--- src/design/assert_macros.svh ---
`ifndef ASSERT_MACROS_SVH
`define ASSERT_MACROS_SVH
// Assertion helpers; bodies drop out when SYNTHESIS is defined.
`ifndef SYNTHESIS
`define HDG_ASSERT(lbl, clk, rst_n, prop, msg) \
    lbl: assert property (@(posedge clk) disable iff (!rst_n) prop) else $error(msg);
`define HDG_ASSERT_ALWAYS(lbl, clk, prop, msg) \
    lbl: assert property (@(posedge clk) prop) else $error(msg);
`else
`define HDG_ASSERT(lbl, clk, rst_n, prop, msg)
`define HDG_ASSERT_ALWAYS(lbl, clk, prop, msg)
`endif
`endif

--- src/design/hdg_pkg.sv ---
package hdg_pkg;

    localparam int ROT_W = 20;
    localparam int Z_W   = 34;
    localparam int VEC_W = 56;
    localparam int PH_W  = 32;
    localparam int TAB_LEN = 24;

    localparam logic [ROT_W-1:0] GAIN_Q16     = 20'd39797;
    localparam logic [31:0]      HALF_TURN    = 32'h8000_0000;
    localparam logic [31:0]      QUARTER_TURN = 32'h4000_0000;
    localparam logic [15:0]      FULL_HUND    = 16'd36000;
    localparam logic [31:0]      HALF_HUND    = 32'd18000;
    // 2^32 = PH_BASE * 36000 + PH_REM
    localparam logic [31:0]      PH_BASE      = 32'd119304;
    localparam logic [31:0]      PH_REM       = 32'd23296;
    // ceil(2^35 / 1125), exact floor division for 25-bit dividends
    localparam logic [24:0]      RECIP_1125   = 25'd30541990;

    localparam logic [31:0] ATAN_PHASE [TAB_LEN] = '{
        32'd536870912, 32'd316933406, 32'd167458907, 32'd85004756,
        32'd42667331,  32'd21354465,  32'd10679838,  32'd5340245,
        32'd2670163,   32'd1335087,   32'd667544,    32'd333772,
        32'd166886,    32'd83443,     32'd41722,     32'd20861,
        32'd10430,     32'd5215,      32'd2608,      32'd1304,
        32'd652,       32'd326,       32'd163,       32'd81
    };

    typedef struct packed {
        logic signed [ROT_W-1:0] x;
        logic signed [ROT_W-1:0] y;
        logic signed [Z_W-1:0]   z;
    } rot_t;

    typedef struct packed {
        logic signed [VEC_W-1:0] x;
        logic signed [VEC_W-1:0] y;
        logic [PH_W-1:0]         z;
    } vec_t;

endpackage

--- src/design/hdg_phase.sv ---
module hdg_phase import hdg_pkg::*;
(
    input  logic                clk,
    input  logic                en,
    input  logic signed [15:0]  angle,
    output logic [PH_W-1:0]     phase
);

    logic signed [16:0] a_ext;
    logic [16:0]        mag;
    logic [29:0]        n_next;
    logic [31:0]        base_next;
    logic [49:0]        p_next;
    logic [31:0]        r_sum;
    logic [PH_W-1:0]    phase_next;

    logic [29:0]        n_reg;
    logic [31:0]        base_a_reg;
    logic               neg_a_reg;
    logic [49:0]        p_reg;
    logic [31:0]        base_b_reg;
    logic               neg_b_reg;
    logic [PH_W-1:0]    phase_reg;

    always_comb
    begin
        a_ext      = {angle[15], angle};
        mag        = a_ext[16] ? 17'(-a_ext) : 17'(a_ext);
        n_next     = 30'(32'(mag) * PH_REM + HALF_HUND);
        base_next  = 32'(32'(mag) * PH_BASE);
        p_next     = {25'd0, n_reg[29:5]} * {25'd0, RECIP_1125};
        r_sum      = base_b_reg + 32'(p_reg[49:35]);
        phase_next = neg_b_reg ? (32'd0 - r_sum) : r_sum;
    end

    always_ff @(posedge clk)
    begin
        if (en)
        begin
            n_reg      <= n_next;
            base_a_reg <= base_next;
            neg_a_reg  <= angle[15];
            p_reg      <= p_next;
            base_b_reg <= base_a_reg;
            neg_b_reg  <= neg_a_reg;
            phase_reg  <= phase_next;
        end
    end

    assign phase = phase_reg;

endmodule

--- config.mk ---
export PLATFORM = sky130hd
export DESIGN_NAME = hdg_phase
export DESIGN_NICKNAME = d
export VERILOG_FILES = /design/src/design/assert_macros.svh /design/src/design/hdg_pkg.sv /design/src/design/hdg_phase.sv
export SDC_FILE = /design/constraint.sdc
export NUM_CORES = 1
export LEC_CHECK = 0
export ABC_CLOCK_PERIOD_IN_PS = 6900
export BUFFER_PORTS_ARGS = -buffer_cell sky130_fd_sc_hd__buf_2
export CORE_UTILIZATION = 60
export CTS_BUF_LIST = sky130_fd_sc_hd__clkbuf_4
export DETAILED_ROUTE_END_ITERATION = 7
export HOLD_SLACK_MARGIN = 0.02
export PLACE_DENSITY = 0.81
export SYNTH_ARGS = -nofsm -noshare
export SYNTH_HDL_FRONTEND = slang
export SYNTH_SLANG_ARGS = --single-unit
--- constraint.sdc ---
create_clock -name clk -period 6.9 [get_ports clk]
set_input_delay 0.345 -clock clk [delete_from_list [all_inputs] [get_ports clk]]
set_output_delay 0.345 -clock clk [all_outputs]
set_load 0.005 [all_outputs]
==> flow_summary.json <==
{
  "status": "finished, final reports clean",
  "grt_max_degree": 74,
  "fmax_mhz": 151,
  "synthMostInstantiatedCell": "ha_1",
  "synthTopCellsByCount": "389 x ha_1, 248 x inv_1, 205 x fa_1",
  "postRouteAntennaNets": 0,
  "floorplan.initialDensity": 0.617,
  "ys_seq_area_frac": 0.208,
  "synthCells": 1673,
  "rows": 63,
  "largest_reg_flops": 32,
  "grt_antenna_before_repair": 1,
  "ys_warn_count": 0,
  "place_ws_ns": -0.121,
  "grt_overflow": 0,
  "setup_viol": 0,
  "ctsHoldBuffers": 0,
  "area_growth_pct": 8.00,
  "final_nets": 2398,
  "coreArea_um2": 30000,
  "setup_ws_ns": 0.279,
  "gr-usage-all-layers": 0.246,
  "ys.flop_type": "edfxtp_1",
  "yosysTopAreaCell": "ha_1",
  "yosysUniqueCellTypes": 80,
  "cts_tree": "built",
  "synth_area_leaders": "ha_1 26%, fa_1 22%, edfxtp_1 21%",
  "slowest_delay_ns": 0.54,
  "via_count": 12500,
  "top_layer": "met4",
  "wl_met1_um": 16500,
  "nFillCells": 2190,
  "clock_skew_ns": 0.0213,
  "io_buffers": 49,
  "crit_path_max_fanout": 4,
  "async_flop_share": 0,
  "rr_startpoint": "n_reg[9]",
  "synth_top_area_frac": 0.263,
  "critical-path-top-delay-family": "adder cells",
  "grt_pass1_wl_um": 61300,
  "clock_sinks": 128,
  "first_iter_violations": 722,
  "drt-vias-per-instance": 5.69,
  "crit_slowest_cell": "fa_1",
  "synth_area_um2": 18500,
  "syn_avg_cell_area_um2": 11.1,
  "io_pins": 50,
  "hp-class": "input port to flip-flop",
  "wirelength_um": 36400,
  "period_needed_ns": 6.62,
  "cts-root-buf": "clkbuf_4",
  "tightest_slew_ns": 1.03,
  "final_layout_size_suffix_gt1_frac": 0.0929,
  "fp.dieW_um": 178,
  "synth_edf_count": 128,
  "met3_wirelength_um": 1980,
  "clk_pin_slew_worst_paths_ns": 0.13,
  "register_area_um2": 3840,
  "gp_congestion": 0.939,
  "cts_buffers": 17,
  "min_from": "angle[15]",
  "cp-end-kind": "flip-flop",
  "wl_per_cell_um": 16.6,
  "hold_ws_ns": 0.175,
  "arrival_ns": 6.95,
  "clock_latency_ns": 0.57,
  "drtPass1Iterations": 7,
  "multi_input_comb_area_um2": 13700,
  "htreeDepth": 4,
  "drc_errors": 0,
  "cp-startpoint": "n_reg[9]",
  "crit_buf_inv": 7,
  "cts_buffer_depth": 2,
  "die_h_um": 178,
  "grt_pass1_vias": 12900,
  "synth-seq-cells": 128,
  "critPathRequiredTime_ns": 7.23,
  "period_share": 0.960,
  "dieArea_um2": 31500,
  "final_hold_viol_count": 0,
  "start_kind": "flip-flop",
  "critical_path_class": "flip-flop to flip-flop",
  "crit_top_cell": "fa_1",
  "slew_viol_final": 0,
  "wl_met2_um": 17200,
  "hpwl_um": 30700,
  "max_slew_margin": 0.316,
  "maxCapViolCount": 0
}
final timing paths:
kind | end | slack [ns] | depth (start not counted)
worst min register to register | base_b_reg[16] | 0.41 | 0
worst max register to register | p_reg[49] | 0.28 | 25
worst max-delay path | p_reg[49] | 0.28 | 25
worst min-delay path | neg_a_reg | 0.18 | 1
area by class of cell:
cell class	instances	area share
Multi-Input combinational cell	1289	0.688
Sequential cell	128	0.192
Inverter	250	0.0470
Timing Repair Buffer	100	0.0316
Tap cell	390	0.0244
Clock inverter	14	0.0103
Clock buffer	17	0.00639
Antenna cell	1	0.000125
cell usage in the layout, fill, tap and decap left out, types with 5 or more instances in the layout:
cell,instances
a31oi_1,7
o21a_1,15
a21oi_1,50
xor2_1,64
nor3_1,19
or4_1,5
o21ai_0,38
a21o_1,41
nand2b_1,14
o21ai_1,17
buf_4,52
o31ai_1,18
edfxtp_1,128
nor4_1,5
nand4_1,10
nor2_1,58
buf_2,48
nand2_1,54
nor2b_1,16
and3_1,14
nand3_1,33
ha_1,388
fa_1,205
conb_1,7
and2_1,5
xnor2_1,109
o21bai_1,14
inv_1,244
or3_1,5
clkbuf_4,17
inv_6,5
layer usage:
metal,GRT usage,vias to the layer above
met5,0,-
met4,0.0684,0
met3,0.0379,50
met2,0.405,309
met1,0.337,6082
li1,-,6014
cells by family (layout without fill, tap and decap cells):
| logic type | count (synthesis) | count (layout) | synth area share |
|---|---|---|---|
| fa+ha+maj | 594 | 594 | 0.485 |
| simple gates | 262 | 262 | 0.0756 |
| buf+inv | 261 | 381 | 0.0530 |
| compound gates | 250 | 250 | 0.0944 |
| xor+xnor | 173 | 173 | 0.0819 |
| flops | 128 | 128 | 0.208 |
| mux | 3 | 3 | 0.00169 |
| other cells | 2 | 8 | 0.000406 |
metrics by stage:
| stage | cells | area, µm² | TNS, ns | utilization |
|---|---|---|---|---|
| after global placement | 2151 | 19500 | 0 | 0.652 |
| after floorplan | 1678 | 18500 | 0 | - |
| after detailed placement | 2151 | 19500 | -0.121 | 0.652 |
| final | 2189 | 20000 | 0 | 0.667 |
| after global routing | 2189 | 20000 | -0.00553 | 0.667 |
| after CTS | 2182 | 19900 | 0 | 0.664 |
timing repair:
action | in CTS | in global routing
buffers inserted | 0 | 6
setup endpoints to repair | 1 | 5
pin swaps | 0 | 7
gates resized for setup | 1 | 12
Power is left out: the tool's default activity adds up to more than one toggle a clock period on the data nets, which glitch-free logic cannot reach.
