==> src/design/assert_macros.svh <==
`ifndef ASSERT_MACROS_SVH
`define ASSERT_MACROS_SVH
// Assertion helpers; bodies drop out when SYNTHESIS is defined.
`ifndef SYNTHESIS
`define HDG_ASSERT(lbl, clk, rst_n, prop, msg) \
    lbl: assert property (@(posedge clk) disable iff (!rst_n) prop) else $error(msg);
`define HDG_ASSERT_ALWAYS(lbl, clk, prop, msg) \
    lbl: assert property (@(posedge clk) prop) else $error(msg);
`else
`define HDG_ASSERT(lbl, clk, rst_n, prop, msg)
`define HDG_ASSERT_ALWAYS(lbl, clk, prop, msg)
`endif
`endif

==> src/design/hdg_pkg.sv <==
package hdg_pkg;

    localparam int ROT_W = 20;
    localparam int Z_W   = 34;
    localparam int VEC_W = 56;
    localparam int PH_W  = 32;
    localparam int TAB_LEN = 24;

    localparam logic [ROT_W-1:0] GAIN_Q16     = 20'd39797;
    localparam logic [31:0]      HALF_TURN    = 32'h8000_0000;
    localparam logic [31:0]      QUARTER_TURN = 32'h4000_0000;
    localparam logic [15:0]      FULL_HUND    = 16'd36000;
    localparam logic [31:0]      HALF_HUND    = 32'd18000;
    // 2^32 = PH_BASE * 36000 + PH_REM
    localparam logic [31:0]      PH_BASE      = 32'd119304;
    localparam logic [31:0]      PH_REM       = 32'd23296;
    // ceil(2^35 / 1125), exact floor division for 25-bit dividends
    localparam logic [24:0]      RECIP_1125   = 25'd30541990;

    localparam logic [31:0] ATAN_PHASE [TAB_LEN] = '{
        32'd536870912, 32'd316933406, 32'd167458907, 32'd85004756,
        32'd42667331,  32'd21354465,  32'd10679838,  32'd5340245,
        32'd2670163,   32'd1335087,   32'd667544,    32'd333772,
        32'd166886,    32'd83443,     32'd41722,     32'd20861,
        32'd10430,     32'd5215,      32'd2608,      32'd1304,
        32'd652,       32'd326,       32'd163,       32'd81
    };

    typedef struct packed {
        logic signed [ROT_W-1:0] x;
        logic signed [ROT_W-1:0] y;
        logic signed [Z_W-1:0]   z;
    } rot_t;

    typedef struct packed {
        logic signed [VEC_W-1:0] x;
        logic signed [VEC_W-1:0] y;
        logic [PH_W-1:0]         z;
    } vec_t;

endpackage

==> src/design/hdg_vec_cell.sv <==
module hdg_vec_cell import hdg_pkg::*;
#(
    parameter int STEP = 0
)
(
    input  logic clk,
    input  logic en,
    input  vec_t din,
    output vec_t dout
);

    logic signed [VEC_W-1:0] dx;
    logic signed [VEC_W-1:0] dy;
    vec_t                    res_next;
    vec_t                    res_reg;

    always_comb
    begin
        dx = $signed(din.y) >>> STEP;
        dy = $signed(din.x) >>> STEP;
        // drive y toward zero, accumulate the angle turned
        if ($signed(din.y) > 0)
        begin
            res_next.x = din.x + dx;
            res_next.y = din.y - dy;
            res_next.z = din.z + ATAN_PHASE[STEP];
        end
        else
        begin
            res_next.x = din.x - dx;
            res_next.y = din.y + dy;
            res_next.z = din.z - ATAN_PHASE[STEP];
        end
    end

    always_ff @(posedge clk)
    begin
        if (en)
        begin
            res_reg <= res_next;
        end
    end

    assign dout = res_reg;

endmodule

==> config.mk <==
export PLATFORM = sky130hd
export DESIGN_NAME = hdg_vec_cell
export DESIGN_NICKNAME = d
export VERILOG_FILES = /design/src/design/assert_macros.svh /design/src/design/hdg_pkg.sv /design/src/design/hdg_vec_cell.sv
export SDC_FILE = /design/constraint.sdc
export NUM_CORES = 1
export LEC_CHECK = 0
export BUFFER_PORTS_ARGS = -buffer_cell sky130_fd_sc_hd__buf_2
export CORE_MARGIN = 5
export CORE_UTILIZATION = 62
export DETAILED_ROUTE_END_ITERATION = 7
export PLACE_DENSITY_LB_ADDON = 0.08
export SYNTH_ARGS = -nofsm -noshare
export SYNTH_HDL_FRONTEND = slang
export SYNTH_SLANG_ARGS = --single-unit
==> constraint.sdc <==
create_clock -name clk -period 6.6 [get_ports clk]
set_input_delay 1.32 -clock clk [delete_from_list [all_inputs] [get_ports clk]]
set_output_delay 1.32 -clock clk [all_outputs]
set_load 0.05 [all_outputs]
==> key figures, run 1 <==
Status
  • Status: complete, no violations

Synth
  • Ys flop type: edfxtp_1
  • Largest area contributor in the netlist: edfxtp_1
  • Syn Inst Count: 1,841
  • Mapped cell area: 15,200 µm²
  • Register bit total from synthesis: 143
  • Post-synth ARST share: 0%
  • Netlist cell types: 87
  • Syn_nets: 2,172
  • Top cells by count, synth: a21oi_1, ha_1, inv_1, edfxtp_1, o21ai_0
  • Yosys warning count: 0
  • Number of flops mapped to enable cells by yosys: 143
  • Seq/Total Area, Yosys: 28.2%
  • Most frequent cell after synthesis: a21oi_1
  • Post-Syn Area per Cell: 8.26 µm²
  • Yosys top cell area share: 28.2%
  • Top post-synthesis cells by area: edfxtp_1, ha_1, a21oi_1, xnor2_1, o21ai_0

Global route
  • Tot GR Track Use: 39.4%
  • First-pass GRT wire length: 87,400 µm
  • Antenna violations before repair: 3
  • Largest net degree at the start of global routing: 77
  • Gr ovfl total: 0
  • Vias in the first global route: 15,200

Floorplanning
  • Initial Utilization: 62.7%
  • Core area: 24,200 µm²
  • Core Rows: 57
  • Die Wd: 167 µm
  • Ports: 290
  • Chip Height: 167 µm
  • Die ar.: 27,800 µm²

Setup path
  • Worst setup EP type: flip-flop
  • Critical Path Start Type: primary input
  • WP data arrival: 5.11 ns
  • Req. time, crit path: 6.75 ns
  • Critical path class: in2reg
  • Critical Path Fanout Max: 15
  • Crit path from: din[42]
  • Setup crit end: dout[81]

Place
  • Setup slack at placement: 1.47 ns
  • RD Place Congestion: 1.07
  • DP Area: 16,800 µm²
  • Number of port buffers: 289
  • Inst Count DP: 2,383
  • Hpwl dp: 45,700 µm

Pwr
  • P_int: 2.27 mW
  • Reg power frac: 29.6%
  • Peak VDD IR: 0.172 mV
  • Tot Pwr: 4.16 mW
  • Clk pwr share: 25.7%
  • Switch Pwr: 1.89 mW
  • Pwr Density: 239 nW/µm²
  • Leak Pwr: 7.65 nW
  • Combinational Power Share: 44.7%
  • Switching part of the total: 45.5%

Clocking
  • Post_cts resized: 0
  • Clk sinks: 143
  • Max Root-Sink Buffers: 2
  • Clock root buffer: clkbuf_16
  • Num CTS Buffers: 17
  • Reg clk slew, reported paths: 0.07 ns
  • Hold_buf cts: 0
  • # Post-CTS Setup Buffers: 0
  • CTS tree: yes
  • H-tree depth: 4

Drt
  • Routed length on met3: 7730 µm
  • Via/cell ratio: 6.66
  • Met2 WL: 24,600 µm
  • # DRC: 0
  • Post-DRT Antenna Nets: 0
  • WL/cell: 23.8 µm
  • Via count: 16,100
  • DR top layer: met5
  • Post-Route WL: 57,600 µm
  • Initial DRC Count: 2,375
  • Met1 wire length: 22,300 µm
  • Initial DRT Pass Iterations: 7

Min path
  • Worst Hold Class: in2reg

Finish
  • Area of the multi-input gates: 9860 µm²
  • Final Instance Area: 17,400 µm²
  • Final net count: 2,409
  • Share of cells above drive strength 1: 17.6%
  • Post-layout util: 71.8%
  • Filler Cell Count: 1,964
  • Area grow syn2layout: 14.5%
  • Max reg flops: 143
  • Register Area: 4290 µm²
  • Non-Filler Instances: 2,418

Timing
  • Fmax: 0.202 GHz
  • Setup TNS Final: 0 ns
  • Max transition margin: 18.5%
  • Min Hold Slack: 1.05 ns
  • Max-slew violations: 0
  • Hold Fails Final Rpt: 0
  • RSZ-0062 raised after global routing: no
  • Setup ws final: 1.64 ns
  • Period minus WS final: 4.96 ns
  • Final setup fails: 0
  • Worst-Margin Slew: 1.21 ns
  • Fin crit share: 75.2%

Run
  • Max-capacitance violation count: 0
-- power by group through the flow --
stage / clock [mW] / sequential, mW / combinational [mW]
floorplan: 0 / 1.73 / 0.799
global placement: 0 / 1.25 / 1.78
detailed placement: 0 / 1.25 / 1.80
CTS: 1.07 / 1.23 / 1.81
global route: 1.11 / 1.25 / 1.95
finish: 1.07 / 1.23 / 1.86
-- cells by family after synthesis --
group,Yosys count,share of synthesized area (%)
mux,20,1.32
compound gates,659,27.0
xor+xnor,110,6.34
buf+inv,262,6.90
simple gates,462,14.8
flops,143,28.2
fa+ha+maj,185,15.4
-- worst min-delay path by stage --
stage                        from  slack [ns]        to  cells past startpoint
after floorplan            din[0]        1.42   dout[0]                      0
after global placement    din[13]        1.50  dout[13]                      1
after detailed placement  din[20]        1.50  dout[20]                      1
after CTS                 din[13]        1.05  dout[13]                      1
after global routing      din[12]        1.05  dout[12]                      1
final                     din[13]        1.05  dout[13]                      1
-- metal layers --
metal | GRT usage (%) | up-vias
li1 | - | 7136
met1 | 53.3 | 7432
met2 | 60.2 | 1299
met3 | 10.1 | 246
met4 | 17.0 | 2
met5 | 0 | -
-- final cells by class --
class	count	share of cell area (%)
clock buffer	17	2.44
clock inverter	15	1.11
multi-input combinational	1436	56.6
inverter	185	4.03
antenna	3	0.0431
sequential	143	24.7
tap	324	2.33
timing repair buffer	295	8.75
-- placed cells by master (no fill, tap or decap), types with 8 or more instances in the layout --
master / instances
clkinv_1: 10
ha_1: 181
nand2b_1: 10
o21ai_1: 8
o2111ai_1: 8
a211oi_1: 11
o21ai_0: 139
o31ai_1: 16
nor2b_1: 19
nor4_1: 24
or3_1: 11
buf_2: 288
o21bai_1: 48
nor3_1: 37
inv_1: 168
a21oi_1: 253
clkbuf_16: 17
a31oi_1: 21
mux2i_1: 20
and3_1: 9
a21o_1: 32
edfxtp_1: 143
o21a_1: 20
a21boi_0: 14
o211ai_1: 19
xnor2_1: 99
nand2_1: 108
nand3_1: 34
xor2_1: 11
nand4_1: 38
nor2_1: 138
-- worst max-delay path, cell delays in order --
cell	delay, ns
buf_2	0.12
inv_1	0.05
ha_1	0.66
nand4_1	0.27
or4_1	0.56
a21oi_1	0.25
a2111oi_2	0.13
o311ai_2	0.49
a21oi_1	0.27
o21a_1	0.29
o31ai_2	0.37
o311ai_2	0.14
xnor2_1	0.17
Power figures use the tool's default switching activity.
==> run 2, diff against run 1 <==
Settings changed: CORE_UTILIZATION 62 to 52.
Clock period 6.6 ns to 4.1 ns, I/O delays scaled along.
==> run 2 against run 1 <==
Compared with the run above: critical path depth grew 1; sequential cell count is the same; sequential share of layout area shrank 3.1 points; highest routed layer is now met4; clock power grew 58%; total power grew 71%; critical endpoint is now dout[86]; final cell count grew 16%; clock-buffer cell count is the same; routed wire length grew 13%; sequential power grew 61%; core utilization shrank 2.6 points; via count grew 7.5%.
==> key figures, run 2 (synthesis results as in run 1) <==
Place
  • RD Place Congestion: 1.04
  • Number of port buffers: 289
  • Hpwl dp: 54,000 µm
  • Inst Count DP: 2,762
  • Setup slack at placement: -0.211 ns

Drt
  • Post-DRT Antenna Nets: 0
  • Initial DRC Count: 2,273
  • WL/cell: 23.3 µm
  • Via/cell ratio: 6.20
  • # DRC: 0
  • DR top layer: met4
  • Initial DRT Pass Iterations: 7
  • Routed length on met3: 8070 µm
  • Post-Route WL: 65,200 µm
  • Met2 WL: 27,900 µm
  • Met1 wire length: 25,700 µm
  • Via count: 17,300

Timing
  • Worst-Margin Slew: 0.739 ns
  • Final setup fails: 0
  • Period minus WS final: 3.96 ns
  • Fmax: 0.253 GHz
  • Fin crit share: 96.5%
  • Max transition margin: 50.3%
  • Hold Fails Final Rpt: 0
  • RSZ-0062 raised after global routing: no
  • Min Hold Slack: 0.546 ns
  • Max-slew violations: 0
  • Setup ws final: 0.143 ns

Floorplanning
  • Core area: 28,800 µm²
  • Die Wd: 181 µm
  • Die ar.: 32,800 µm²
  • Ports: 290
  • Chip Height: 181 µm
  • Core Rows: 62
  • Initial Utilization: 52.8%

Finish
  • Final net count: 2,728
  • Post-layout util: 69.2%
  • Non-Filler Instances: 2,795
  • Commonest non-fill, non-tap cells in the layout: buf_4, buf_2, a21oi_1, ha_1, inv_1
  • Filler Cell Count: 2,410
  • Max reg flops: 143
  • Most common cell after layout, fill and taps aside: buf_4
  • Area grow syn2layout: 30.9%
  • Share of cells above drive strength 1: 28.5%

Clocking
  • Clock root buffer: clkbuf_16
  • Reg clk slew, reported paths: 0.07 ns
  • Post_cts resized: 0
  • Clk sinks: 143
  • H-tree depth: 4
  • Max Root-Sink Buffers: 2
  • Num CTS Buffers: 17
  • CTS tree: yes
  • Hold_buf cts: 0
  • # Post-CTS Setup Buffers: 0

Setup path
  • Critical path class: in2reg
  • WP data arrival: 4.14 ns
  • Critical Path Fanout Max: 5
  • Crit path from: din[33]
  • Req. time, crit path: 4.28 ns
  • Worst setup EP type: flip-flop
  • Critical Path Start Type: primary input

Pwr
  • Pwr Density: 358 nW/µm²
  • Tot Pwr: 7.12 mW
  • Leak Pwr: 9.20 nW
  • Peak VDD IR: 0.267 mV

Min path
  • Min-Delay Endpoint: dout[23]
  • Min-delay src: din[23]
  • Worst Hold Class: in2reg
  • Hold Path Stages: 1

Global route
  • Largest net degree at the start of global routing: 84
  • Gr ovfl total: 0
  • Tot GR Track Use: 38.0%
  • Vias in the first global route: 17,000
  • Antenna violations before repair: 0
  • First-pass GRT wire length: 98,200 µm

Status
  • Status: complete, no violations

Run
  • Max-capacitance violation count: 0
[run 2: worst max-delay path by stage]
stage / end / slack, ns / depth (start not counted)
after global placement: dout[86] / -0.11 / 14
after floorplan: dout[140] / 0.52 / 12
after CTS: dout[84] / 0.24 / 15
after global routing: dout[84] / 0.02 / 15
final: dout[86] / 0.14 / 14
after detailed placement: dout[86] / -0.21 / 14
[run 2: layout make-up]
class                           count  area, µm²  area share [%]
Inverter                          185        702            3.53
Multi-Input combinational cell   1436       9860            49.5
Sequential cell                   143       4290            21.6
Clock buffer                       17        425            2.14
Clock inverter                     15        185           0.930
Antenna cell                        1       2.50          0.0126
Timing Repair Buffer              614       3960            19.9
Tap cell                          384        480            2.41
[run 2: stage by stage]
stage	area, µm²	setup TNS, ns
5_1_grt	19900	0
3_5_place_dp	19300	-2.55
6_report	19900	0
2_1_floorplan	15200	0
3_3_place_gp	19300	-0.683
4_1_cts	19900	0
[run 2: critical path: stages]
cell and delay (ns):
buf_2 0.13, buf_4 0.16, fa_1 0.45, nor2b_1 0.16, o21ai_1 0.20, a21oi_1 0.12, o41a_2 0.48, o2111ai_2 0.29
and3b_1 0.53, o21ai_2 0.15, buf_4 0.18, a41o_1 0.19, a21oi_1 0.19, xor2_1 0.09
[run 2: routing by layer]
layer | GRT usage [%] | up-vias
li1 | - | 7758
met1 | 50.3 | 8106
met2 | 58.5 | 1229
met3 | 10.2 | 225
met4 | 16.8 | 0
met5 | 0 | -
[run 2: power by group]
part / total [mW] / switching, mW / internal (mW)
Combinational: 3.45 / 2.32 / 1.13
Sequential: 1.98 / 0.0732 / 1.91
Clock: 1.69 / 0.758 / 0.930
Total: 7.12 / 3.15 / 3.97
