===== src/design/assert_macros.svh =====
`ifndef ASSERT_MACROS_SVH
`define ASSERT_MACROS_SVH
// Assertion helpers; bodies drop out when SYNTHESIS is defined.
`ifndef SYNTHESIS
`define HDG_ASSERT(lbl, clk, rst_n, prop, msg) \
    lbl: assert property (@(posedge clk) disable iff (!rst_n) prop) else $error(msg);
`define HDG_ASSERT_ALWAYS(lbl, clk, prop, msg) \
    lbl: assert property (@(posedge clk) prop) else $error(msg);
`else
`define HDG_ASSERT(lbl, clk, rst_n, prop, msg)
`define HDG_ASSERT_ALWAYS(lbl, clk, prop, msg)
`endif
`endif


===== src/design/hdg_pkg.sv =====
package hdg_pkg;

    localparam int ROT_W = 20;
    localparam int Z_W   = 34;
    localparam int VEC_W = 56;
    localparam int PH_W  = 32;
    localparam int TAB_LEN = 24;

    localparam logic [ROT_W-1:0] GAIN_Q16     = 20'd39797;
    localparam logic [31:0]      HALF_TURN    = 32'h8000_0000;
    localparam logic [31:0]      QUARTER_TURN = 32'h4000_0000;
    localparam logic [15:0]      FULL_HUND    = 16'd36000;
    localparam logic [31:0]      HALF_HUND    = 32'd18000;
    // 2^32 = PH_BASE * 36000 + PH_REM
    localparam logic [31:0]      PH_BASE      = 32'd119304;
    localparam logic [31:0]      PH_REM       = 32'd23296;
    // ceil(2^35 / 1125), exact floor division for 25-bit dividends
    localparam logic [24:0]      RECIP_1125   = 25'd30541990;

    localparam logic [31:0] ATAN_PHASE [TAB_LEN] = '{
        32'd536870912, 32'd316933406, 32'd167458907, 32'd85004756,
        32'd42667331,  32'd21354465,  32'd10679838,  32'd5340245,
        32'd2670163,   32'd1335087,   32'd667544,    32'd333772,
        32'd166886,    32'd83443,     32'd41722,     32'd20861,
        32'd10430,     32'd5215,      32'd2608,      32'd1304,
        32'd652,       32'd326,       32'd163,       32'd81
    };

    typedef struct packed {
        logic signed [ROT_W-1:0] x;
        logic signed [ROT_W-1:0] y;
        logic signed [Z_W-1:0]   z;
    } rot_t;

    typedef struct packed {
        logic signed [VEC_W-1:0] x;
        logic signed [VEC_W-1:0] y;
        logic [PH_W-1:0]         z;
    } vec_t;

endpackage


===== src/design/hdg_rot_cell.sv =====
module hdg_rot_cell import hdg_pkg::*;
#(
    parameter int STEP = 0
)
(
    input  logic clk,
    input  logic en,
    input  rot_t din,
    output rot_t dout
);

    logic signed [ROT_W-1:0] dx;
    logic signed [ROT_W-1:0] dy;
    logic signed [Z_W-1:0]   ang;
    rot_t                    res_next;
    rot_t                    res_reg;

    always_comb
    begin
        dx  = $signed(din.x) >>> STEP;
        dy  = $signed(din.y) >>> STEP;
        ang = $signed({2'b00, ATAN_PHASE[STEP]});
        // rotate toward zero residual angle
        if (!din.z[Z_W-1])
        begin
            res_next.x = din.x - dy;
            res_next.y = din.y + dx;
            res_next.z = din.z - ang;
        end
        else
        begin
            res_next.x = din.x + dy;
            res_next.y = din.y - dx;
            res_next.z = din.z + ang;
        end
    end

    always_ff @(posedge clk)
    begin
        if (en)
        begin
            res_reg <= res_next;
        end
    end

    assign dout = res_reg;

endmodule


===== config.mk =====
export PLATFORM = sky130hd
export DESIGN_NAME = hdg_rot_cell
export DESIGN_NICKNAME = d
export VERILOG_FILES = /design/src/design/assert_macros.svh /design/src/design/hdg_pkg.sv /design/src/design/hdg_rot_cell.sv
export SDC_FILE = /design/constraint.sdc
export NUM_CORES = 1
export LEC_CHECK = 0
export BUFFER_PORTS_ARGS = -buffer_cell sky130_fd_sc_hd__buf_2
export CAP_MARGIN = 10
export CORE_MARGIN = 2
export CORE_UTILIZATION = 48
export DETAILED_ROUTE_END_ITERATION = 10
export GPL_TIMING_DRIVEN = 0
export PLACE_DENSITY_LB_ADDON = 0.08
export SETUP_SLACK_MARGIN = 0.5
export SYNTH_ARGS = -nofsm -noshare
export SYNTH_HDL_FRONTEND = slang
export SYNTH_SLANG_ARGS = --single-unit

===== constraint.sdc =====
create_clock -name clk -period 2.5 [get_ports clk]
set_input_delay 0.5 -clock clk [delete_from_list [all_inputs] [get_ports clk]]
set_output_delay 0.5 -clock clk [all_outputs]
set_load 0.01 [all_outputs]

==> results of run 1 <==
## power by group through the flow
stage	registers [mW]	logic [mW]	clock network, mW
2_1_floorplan	1.71	0.711	0
3_3_place_gp	1.61	1.25	0
3_5_place_dp	1.62	1.27	0
4_1_cts	1.59	1.44	0.877
5_1_grt	1.60	1.65	0.936
6_report	1.59	1.52	0.851
## kinds of logic (layout without fill, tap and decap cells)
| family | count (synthesis) | after routing | synth area share, % |
|---|---|---|---|
| muxes | 5 | 5 | 0.9266 |
| AOI/OAI and AO/OA | 165 | 165 | 20.15 |
| and+or+nand+nor | 115 | 115 | 10.52 |
| DFF | 73 | 73 | 40.58 |
| buffers and inverters | 83 | 287 | 6.277 |
| adders and majority gates | 64 | 64 | 15.38 |
| xor gates and xnor gates | 38 | 38 | 6.162 |
## metal layers
layer  vias up  GRT usage [%]  routed length (um)  part of all wire, %
met5         -              0                   0                    0
met4         0          8.499                 248                  1.6
met3        21          4.056                1337                  8.5
met2       222          40.75                7322                   47
met1      2318          34.43                6794                   43
li1       2349              -                   -                    -
## how the worst max path moves through the flow
stage / end / slack, ns / cells past startpoint
2_1_floorplan: dout[46]$_DFFE_PP_ / 0.11 / 9
3_3_place_gp: dout[68]$_DFFE_PP_ / -0.50 / 10
3_5_place_dp: dout[68]$_DFFE_PP_ / -0.52 / 10
4_1_cts: dout[66]$_DFFE_PP_ / 0.17 / 10
5_1_grt: dout[52]$_DFFE_PP_ / 0.08 / 11
6_report: dout[52]$_DFFE_PP_ / 0.13 / 11
## placed cells by master, fill, tap and decap left out, types with 9 or more instances in the layout
master,netlist,layout
o21ai_0,26,13
nor2_1,35,32
buf_2,10,139
clkbuf_8,0,9
a21oi_1,57,39
buf_6,0,15
nand2_1,26,24
buf_8,0,9
buf_4,4,35
a21o_1,14,14
a21oi_2,1,16
inv_1,56,40
ha_1,60,43
ha_4,0,16
edfxtp_1,73,73
xnor2_1,31,29
## stage by stage
step,cell area [um2],power [mW]
global route,7746,4.187
global placement,6735,2.861
detailed placement,6738,2.887
floorplan,5814,2.421
CTS,7518,3.904
finish,7746,3.963
## timing repair
action                                  4_1_cts  5_1_grt
buffers inserted                             29       10
pin swaps                                    74       37
hold buffers                                  0        0
endpoints found under the setup margin       30       29
gates resized for setup                      97       35
## area by class of cell
class	count	area, um2	area share [%]
plain buffers	24	198.9	2.568
clock inverters	7	60.06	0.7753
flip-flops and latches	73	2192	28.30
inverters	59	266.5	3.440
well taps	140	175.2	2.261
repair buffers	188	1187	15.33
clock buffers	9	123.9	1.599
multi-input cells	387	3542	45.73
==> results.cfg, run 1 <==
[outcome]
status = completed

[global_route]
grt_pass1_wl_um = 23180
grt_max_degree = 74
grt-ovfl-total = 0
antenna_found_initial = 0
grt_usage_pct = 25.22
grt_pass1_vias = 4559

[die]
core_area_mm2 = 0.01089
die-area_mm2 = 0.01212
fp.dieH_um = 110.1
io_pins = 150
initial_core_util_pct = 49.61
rows = 38
chipWidth_um = 110.1

[logic_synthesis]
synth.cell_area_mm2 = 0.005401
synth-edff-count = 73
ys.warnings.count = 0
synthCells = 543
synth_largest_area_cell = edfxtp_1
ys_top_cells_by_area = edfxtp_1 (41%), ha_1 (14%), a21oi_1 (5.3%)
ys.flop_type = edfxtp_1
async_reset_ff_share_pct = 0
synth.most_common_cell = edfxtp_1
synth_nets = 683
ys_seq_elements = 73
synthTopCellsByCount = edfxtp_1 (73), ha_1 (60), a21oi_1 (57)
yosysUniqueCellTypes = 63
ys_seq_area_share_pct = 40.58
avgSynthCellArea_um2 = 9.947
synth_top_area_share_pct = 40.58

[timing]
setup_viol = 0
rsz0062_at_grt = true
fmax_mhz = 421.2
drv_slew = 0
holdWs_ns = 0.3182
finalHoldViolCount = 0
period_needed_ns = 2.374
post-route-period-util_pct = 94.96
relSlewSlack_pct = 40.30
tightest_slew_ns = 0.8955
setup_ws_ns = 0.1259
setup_tns_ns = 0

[routing]
first_pass_iters = 6
drtIter0Drc = 356
drc_errors = 0
via_per_inst = 5.536
postRouteAntennaNets = 0
wl_per_cell_um = 17.70
vias = 4910
wl_um = 15700

[hold_path]
hold_class = in2reg
min_delay_worst_endpoint = dout[2]$_DFFE_PP_
min_delay_path_depth = 1
holdCritStartpoint = din[2]

[layout]
fin_util_pct = 71.14
fill_cells = 839
num_antenna_cells = 0
areaGrowthSynthToFinish_pct = 43.41
largest_register_ffs = 73
layoutNonFillerInstCount = 887
drive_above_1_share_pct = 45.52
nets = 882

[critical_path]
critical_path.top_delay_family = compound AO/OA/AOI/OAI gates
end_kind = register
cp_slowest_cell = fa_2
cp.required_ns = 2.59
cp_max_fo = 3
crit_buf_inv = 2
crit_type = in2reg
max_stage_delay_ns = 0.41
start_kind = input port
path_cells = buf_8 -> buf_6 -> ha_4 -> fa_2 -> nor2b_4 -> o211ai_1 -> a31oi_1 -> o21bai_1 -> a21oi_2 -> o22ai_2 -> xnor2_1
crit_start = din[54]
critical_path_arrival_ns = 2.47

[placement]
place_ws_ns = -0.5233
hpwl_um = 11960
io_buffers = 149
dpl.cell_count = 832
gp_congestion = 0.9565

[clock_tree]
cts_buffer_depth = 2
root_buffer = clkbuf_8
cts_tree = built
clkSinkCount = 73
htreeDepth = 3
clkTransAtPathRegs_ns = 0.08
cts_buffers = 9

[power_and_ir_drop]
pwr-share-comb_pct = 38.4
switching_share_pct = 34.07
vdd_ir_drop_max_v = 0.0003379
p_leak_nw = 3.347
clockPowerShare_pct = 21.5
p_int_mw = 2.613
power_switching_mw = 1.350
p_per_area_mw_per_mm2 = 511.6
seqPwrFrac_pct = 40.1

[job]
cap_violations = 0
Note: power is estimated with default switching activity, not from simulation.
==> inputs of run 2 (changes only) <==
--- a/config.mk
+++ b/config.mk
@@ -5,7 +5,7 @@
 export SDC_FILE = /design/constraint.sdc
 export NUM_CORES = 1
 export LEC_CHECK = 0
-export BUFFER_PORTS_ARGS = -buffer_cell sky130_fd_sc_hd__buf_2
+export BUFFER_PORTS_ARGS = -buffer_cell sky130_fd_sc_hd__clkbuf_2
 export CAP_MARGIN = 10
 export CORE_MARGIN = 2
 export CORE_UTILIZATION = 48
==> results.cfg, run 2 (synthesis gave the netlist of run 1 again) <==
[outcome]
status = completed

[global_route]
grt_use_met3_pct = 3.704
antenna_found_initial = 0
top_usage_layer = met2
grt_pass1_vias = 4769
grt_pass1_wl_um = 24010
grt_util_met1_pct = 34.71
grt-ovfl-total = 0
grt_max_degree = 74
grt_use_met2_pct = 43.03
grt_usage_pct = 25.94

[routing]
first_pass_iters = 5
wl_um = 15930
wl_per_cell_um = 18.08
postRouteAntennaNets = 0
drc_errors = 0
drtIter0Drc = 409
via_per_inst = 5.636
vias = 4965

[layout]
nets = 876
multiInputGateArea_mm2 = 0.003572
drive_above_1_share_pct = 46.15
layoutNonFillerInstCount = 881
fill_cells = 819
num_antenna_cells = 0
final_common_cell = clkbuf_2
seqCellArea_mm2 = 0.002192
largest_register_ffs = 73
areaGrowthSynthToFinish_pct = 43.94
layout_common_cells = clkbuf_2 (136), edfxtp_1 (73), ha_1 (42)

[critical_path]
cp.required_ns = 2.59
end_kind = register
cp_max_fo = 3
start_kind = input port
worstSetupEndpoint = dout[52]$_DFFE_PP_
crit_type = in2reg
critical_path_arrival_ns = 2.47
crit_start = din[34]

[die]
core_area_mm2 = 0.01089
initial_core_util_pct = 49.61
io_pins = 150
rows = 38
fp.dieH_um = 110.1
die-area_mm2 = 0.01212
chipWidth_um = 110.1

[timing]
tightest_slew_ns = 0.9808
rsz0062_at_grt = true
drv_slew = 0
finalHoldViolCount = 0
period_needed_ns = 2.385
setup_viol = 0
setup_tns_ns = 0
relSlewSlack_pct = 34.62
post-route-period-util_pct = 95.39
fmax_mhz = 419.3

[placement]
gp_congestion = 0.9584
hpwl_um = 12150
io_buffers = 149
dpl.cell_count = 832

[clock_tree]
htreeDepth = 3
cts_tree = built
cts_buffer_depth = 2
clkSinkCount = 73
clkTransAtPathRegs_ns = 0.08
hold_buffers = 0
cts_buffers = 9
root_buffer = clkbuf_8

[power_and_ir_drop]
p_per_area_mw_per_mm2 = 520.4
vdd_ir_drop_max_v = 0.0004657
p_leak_nw = 3.374

[hold_path]
hold_class = in2reg

[job]
cap_violations = 0
==> run 2: cell count changes in the layout (fill, tap and decap cells not counted), moves of 4 or more <==
cell / previous run / this run
clkbuf_2: 2 / 136
buf_12: 4 / 0
o21ai_1: 8 / 4
o21ai_2: 4 / 8
buf_6: 15 / 10
buf_8: 9 / 5
buf_2: 139 / 3
clkbuf_8: 9 / 17
buf_4: 35 / 31
==> run 2: layer usage <==
layer  share of wire [%]  routed length, um
met3                 7.9               1258
met1                  42               6718
met5                   0                  0
met4                 2.1                342
met2                  48               7611
==> run 2: how the worst min path moves through the flow <==
stage / to / depth (start not counted) / slack [ns] / from
finish: dout[3]$_DFFE_PP_ / 1 / 0.32 / din[3]
global route: dout[3]$_DFFE_PP_ / 1 / 0.30 / din[3]
floorplan: dout[0]$_DFFE_PP_ / 0 / 0.60 / din[0]
global placement: dout[5]$_DFFE_PP_ / 1 / 0.68 / din[5]
detailed placement: dout[6]$_DFFE_PP_ / 1 / 0.68 / din[6]
CTS: dout[6]$_DFFE_PP_ / 1 / 0.30 / din[6]
==> run 2: per-stage QoR <==
stage          instance area [um2]  worst slack, ns  hold WS, ns  utilization (%)  power (mW)
3_3_place_gp                  6735          -0.5207       0.6778            61.86       2.865
2_1_floorplan                 5814           0.1060       0.5989                -       2.421
3_5_place_dp                  6738          -0.5427       0.6791            61.88       2.897
4_1_cts                       7545           0.1880       0.2985            69.29       3.983
6_report                      7775           0.1153       0.3187            71.41       4.046
5_1_grt                       7775          0.08879       0.2955            71.41       4.250
==> run 2: power by group <==
group          leakage, nW  switching [mW]  internal (mW)  total (mW)
Sequential           0.714          0.0448           1.55        1.60
Combinational         2.56           0.843          0.673        1.52
Clock                0.101           0.461          0.470       0.931
==> run 2: repair_timing <==
item,4_1_cts,5_1_grt
gates resized for setup,86,46
gates cloned,0,0
setup buffers,28,5
setup endpoints to repair,30,31
pin swaps,56,39
==> run 2: final cells by class <==
cell class	instances	area share [%]
plain buffers	24	2.446
clock buffers	9	1.593
clock inverters	7	1.030
inverters	59	3.573
multi-input cells	387	45.94
flip-flops and latches	73	28.19
well taps	140	2.253
repair buffers	182	14.97
==> run 2: worst max-delay path, cell delays in order <==
cell       delay (ns)
clkbuf_16        0.14
ha_4             0.17
fa_2             0.36
nor2b_4          0.15
o21ai_4          0.21
a21oi_2          0.11
o31ai_2          0.21
buf_4            0.17
o211a_4          0.19
o22ai_2          0.08
xnor2_1          0.17
